[config.mk]
export PLATFORM = sky130hd
export DESIGN_NAME = mss_ram
export DESIGN_NICKNAME = d
export VERILOG_FILES = /design/src/rtl/mss_ram.sv
export SDC_FILE = /design/constraint.sdc
export NUM_CORES = 1
export LEC_CHECK = 0
export BUFFER_PORTS_ARGS = -buffer_cell sky130_fd_sc_hd__buf_2
export CAP_MARGIN = 15
export CORE_ASPECT_RATIO = 1.25
export CORE_MARGIN = 2
export CORE_UTILIZATION = 54
export DETAILED_ROUTE_END_ITERATION = 16
export PLACE_DENSITY = 0.8
export SYNTH_ARGS = -nofsm -noshare
export SYNTH_HDL_FRONTEND = slang
export SYNTH_SLANG_ARGS = --single-unit
[constraint.sdc]
create_clock -name clk -period 1.5 [get_ports clk]
set_input_delay 0.15 -clock clk [delete_from_list [all_inputs] [get_ports clk]]
set_output_delay 0.15 -clock clk [all_outputs]
set_load 0.05 [all_outputs]
[src/rtl/mss_ram.sv]
`default_nettype none
module mss_ram #(
  parameter int WIDTH = 8,
  parameter int DEPTH = 16
) (
  input  wire logic                     clk,
  input  wire logic                     we,
  input  wire logic [$clog2(DEPTH)-1:0] waddr,
  input  wire logic [WIDTH-1:0]         wdata,
  input  wire logic [$clog2(DEPTH)-1:0] raddr,
  output logic      [WIDTH-1:0]         rdata
);

  logic [WIDTH-1:0] mem [DEPTH];

  always_ff @(posedge clk) begin
    if (we) begin
      mem[waddr] <= wdata;
    end
    rdata <= mem[raddr];
  end

endmodule
`default_nettype wire

==> metrics <==
WP data required 1800 ps; post-place setup slack -80.98 ps; syn_area_per_cell 22.48 sq um; DRC 0; GRT Util Overall 21.88%; Yosys warnings 0; # port buffers 25; min-delay worst type in2reg; mux cell area share after synthesis about 15%; Yosys cell types 19; #FFs+latches synth about 140; post-synth top area share around three quarters; Slowest Stage Delay on Critical Path 520 ps; Die X about 90 um; Setup Buffers After CTS 0; final worst-path setup slack ~120 ps; Routed Antenna Nets 0; Num CTS Buffers 17; cts hold-fix bufs 0; Syn-to-layout area delta 19.86%; outcome finished clean; H-tree depth 4; CTS tree done; clock transition at the registers of the reported paths ~60 ps; vias in the first global route 2634; worst slew pin tran 744.8 ps; Ports 26; Crit path arrival time 1680 ps; Crit Path Category reg2reg; worst rel slew slack 50.16%; global route overflow 0; count of final hold-check violations 0; switching share of power 20.36%; Finished Cell Area 6170 sq um; final setup vio count 0; Reg power frac 47.6%; xor/xnor share of the synthesized area 0%; RePlAce Congestion around 0.75; fin nets 304; antenna violations before repair 0; Final min period 1375 ps; maximum vdd ir drop 1.070 mV; Core Region 9223 sq um; row cnt 39; Die H 113.2 um; syn nets 247; cell area after synthesis 5147 sq um; final worst path period share about nine tenths; Max Fclk about 730 MHz; Die Area 10330 sq um; CP startpoint kind register; Clock Latency Late Sink 420 ps; pin count of the biggest net entering global routing 27; logic gate share of total power 5.4%; Post-CTS Resized 0; Via Count ~2.5k; slowest CP cell mux4_1; Initial DRC Count 266; Simple-Gate Fraction of Synth Area 3.184%; internal power 7.162 mW; ant diodes 0; Avg WL per Cell around 24 um; Critical Path, Cell by Cell mux4_1 -> a22oi_1 -> nand2_1; root buf cell clkbuf_16; compound-cell area share of the yosys netlist under 10%; crit end category register; leading post-synthesis cells by cell area edfxtp_1 (75%), mux4_2 (7.9%), mux4_1 (7.1%); # Max-Cap Violations 0; Num Clock Sinks 136; TNS Setup 0 ps; Clock Tree Buf Depth 2; sequential-to-total area share from yosys stat 77.78%; leakage power about 2.1 nW; Pwr Density 1458 nW/um^2; Detailed Routing Iterations Pass 1 5; Net Sw Power ~1.8 mW; RSZ-0062 raised after global routing no; clock share of power 47.0%; clock skew roughly 6.6 ps; Post-Synth Adder-Cell Area 0%; starting density of the core 55.81%; HPWL after detailed placement 6.224 mm; largest family of logic cells by synthesized area multiplexers; max-slew violation count 0; fraction of layout cells with a size suffix above 1 33.11%; first-pass GRT wire length 15.74 mm; Crit Path Max Fanout 1; vias per cell 5.981; final wirelength 10.23 mm; cells after synthesis roughly 230; Yosys top cell by area edfxtp_1; Area after DPL between 5000 and 6000 sq um
==> power by group through the flow <==
stage / sequential (mW) / combinational [mW] / clock [mW]
final: 4.28 / 0.487 / 4.23
after global routing: 4.28 / 0.519 / 4.43
after floorplan: 4.43 / 0.216 / 0
after global placement: 4.34 / 0.469 / 0
after detailed placement: 4.35 / 0.483 / 0
after CTS: 4.28 / 0.491 / 4.28
==> routing by layer <==
metal | track usage, % | vias up | wire, um
met5 | 0 | - | 0
met4 | 9.798 | 0 | 126
met3 | 6.192 | 8 | 706
met2 | 35.26 | 129 | 5398
met1 | 28.09 | 1300 | 4002
li1 | - | 1087 | -
==> metrics by stage <==
step	power (mW)	cells	hold slack (ps)	util, %
5_1_grt	9.232	422	113.7	66.90
3_3_place_gp	4.813	390	521.8	60.24
2_1_floorplan	4.651	229	248.9	-
4_1_cts	9.052	422	88.51	66.90
3_5_place_dp	4.836	390	544.8	60.24
6_report	8.993	422	105.9	66.90
==> sequential cells by signal, indices dropped and copies added, names as in the netlist <==
name and count:
rdata 8, mem 128
==> Yosys cell counts, drive strengths merged <==
library cell / n
or3b: 1
nand3b: 2
clkdlybuf4s25: 3
buf: 7
nand2: 9
dfxtp: 8
and2b: 1
mux4: 32
nor2b: 1
edfxtp: 128
nand3: 1
nand2b: 2
nor3: 4
a22oi: 16
nor2: 13
and2: 1
==> critical path: cells and delay by family, from the launching register on <==
kind / cells / cell delay (ps)
simple gates: 1 / 90
mux: 1 / 520
flops: 1 / 390
compound gates: 1 / 270
==> cells in the final DEF (no fill, tap or decap), drive strengths merged <==
cell type    n
edfxtp     128
buf         48
mux4        32
clkbuf      20
a22oi       16
nor2        13
nand2        9
dfxtp        8
clkinvlp     4
nor3         4
clkinv       4
bufinv       3
nand3b       2
nand2b       2
nor2b        1
and2         1
and2b        1
nand3        1
or3b         1
inv          1
==> logic make-up after synthesis <==
group / after synthesis
flip-flops: 136
AND/OR/NAND/NOR: 35
multiplexers: 32
AO/OA/AOI/OAI: 16
buffers and inverters: 10
==> layout make-up <==
| type | instances | area (sq um) |
|---|---|---|
| sequential | 136 | 4004 |
| fill | 547 | 3053 |
| multi-input combinational | 83 | 1062 |
| clock buffer | 20 | 466.7 |
| timing repair buffer | 48 | 335.3 |
| tap | 123 | 153.9 |
| clock inverter | 12 | 147.6 |
==> path summary, 6_finish.rpt <==
check,start,end,slack [ps],depth (start not counted)
setup / recovery,mem[1][2],rdata[2],120,3
hold / removal,wdata[7],mem[14][7],110,1
setup reg to reg,mem[1][2],rdata[2],120,3
hold reg to reg,mem[14][6],rdata[6],670,3
Power figures use the tool's default switching activity.
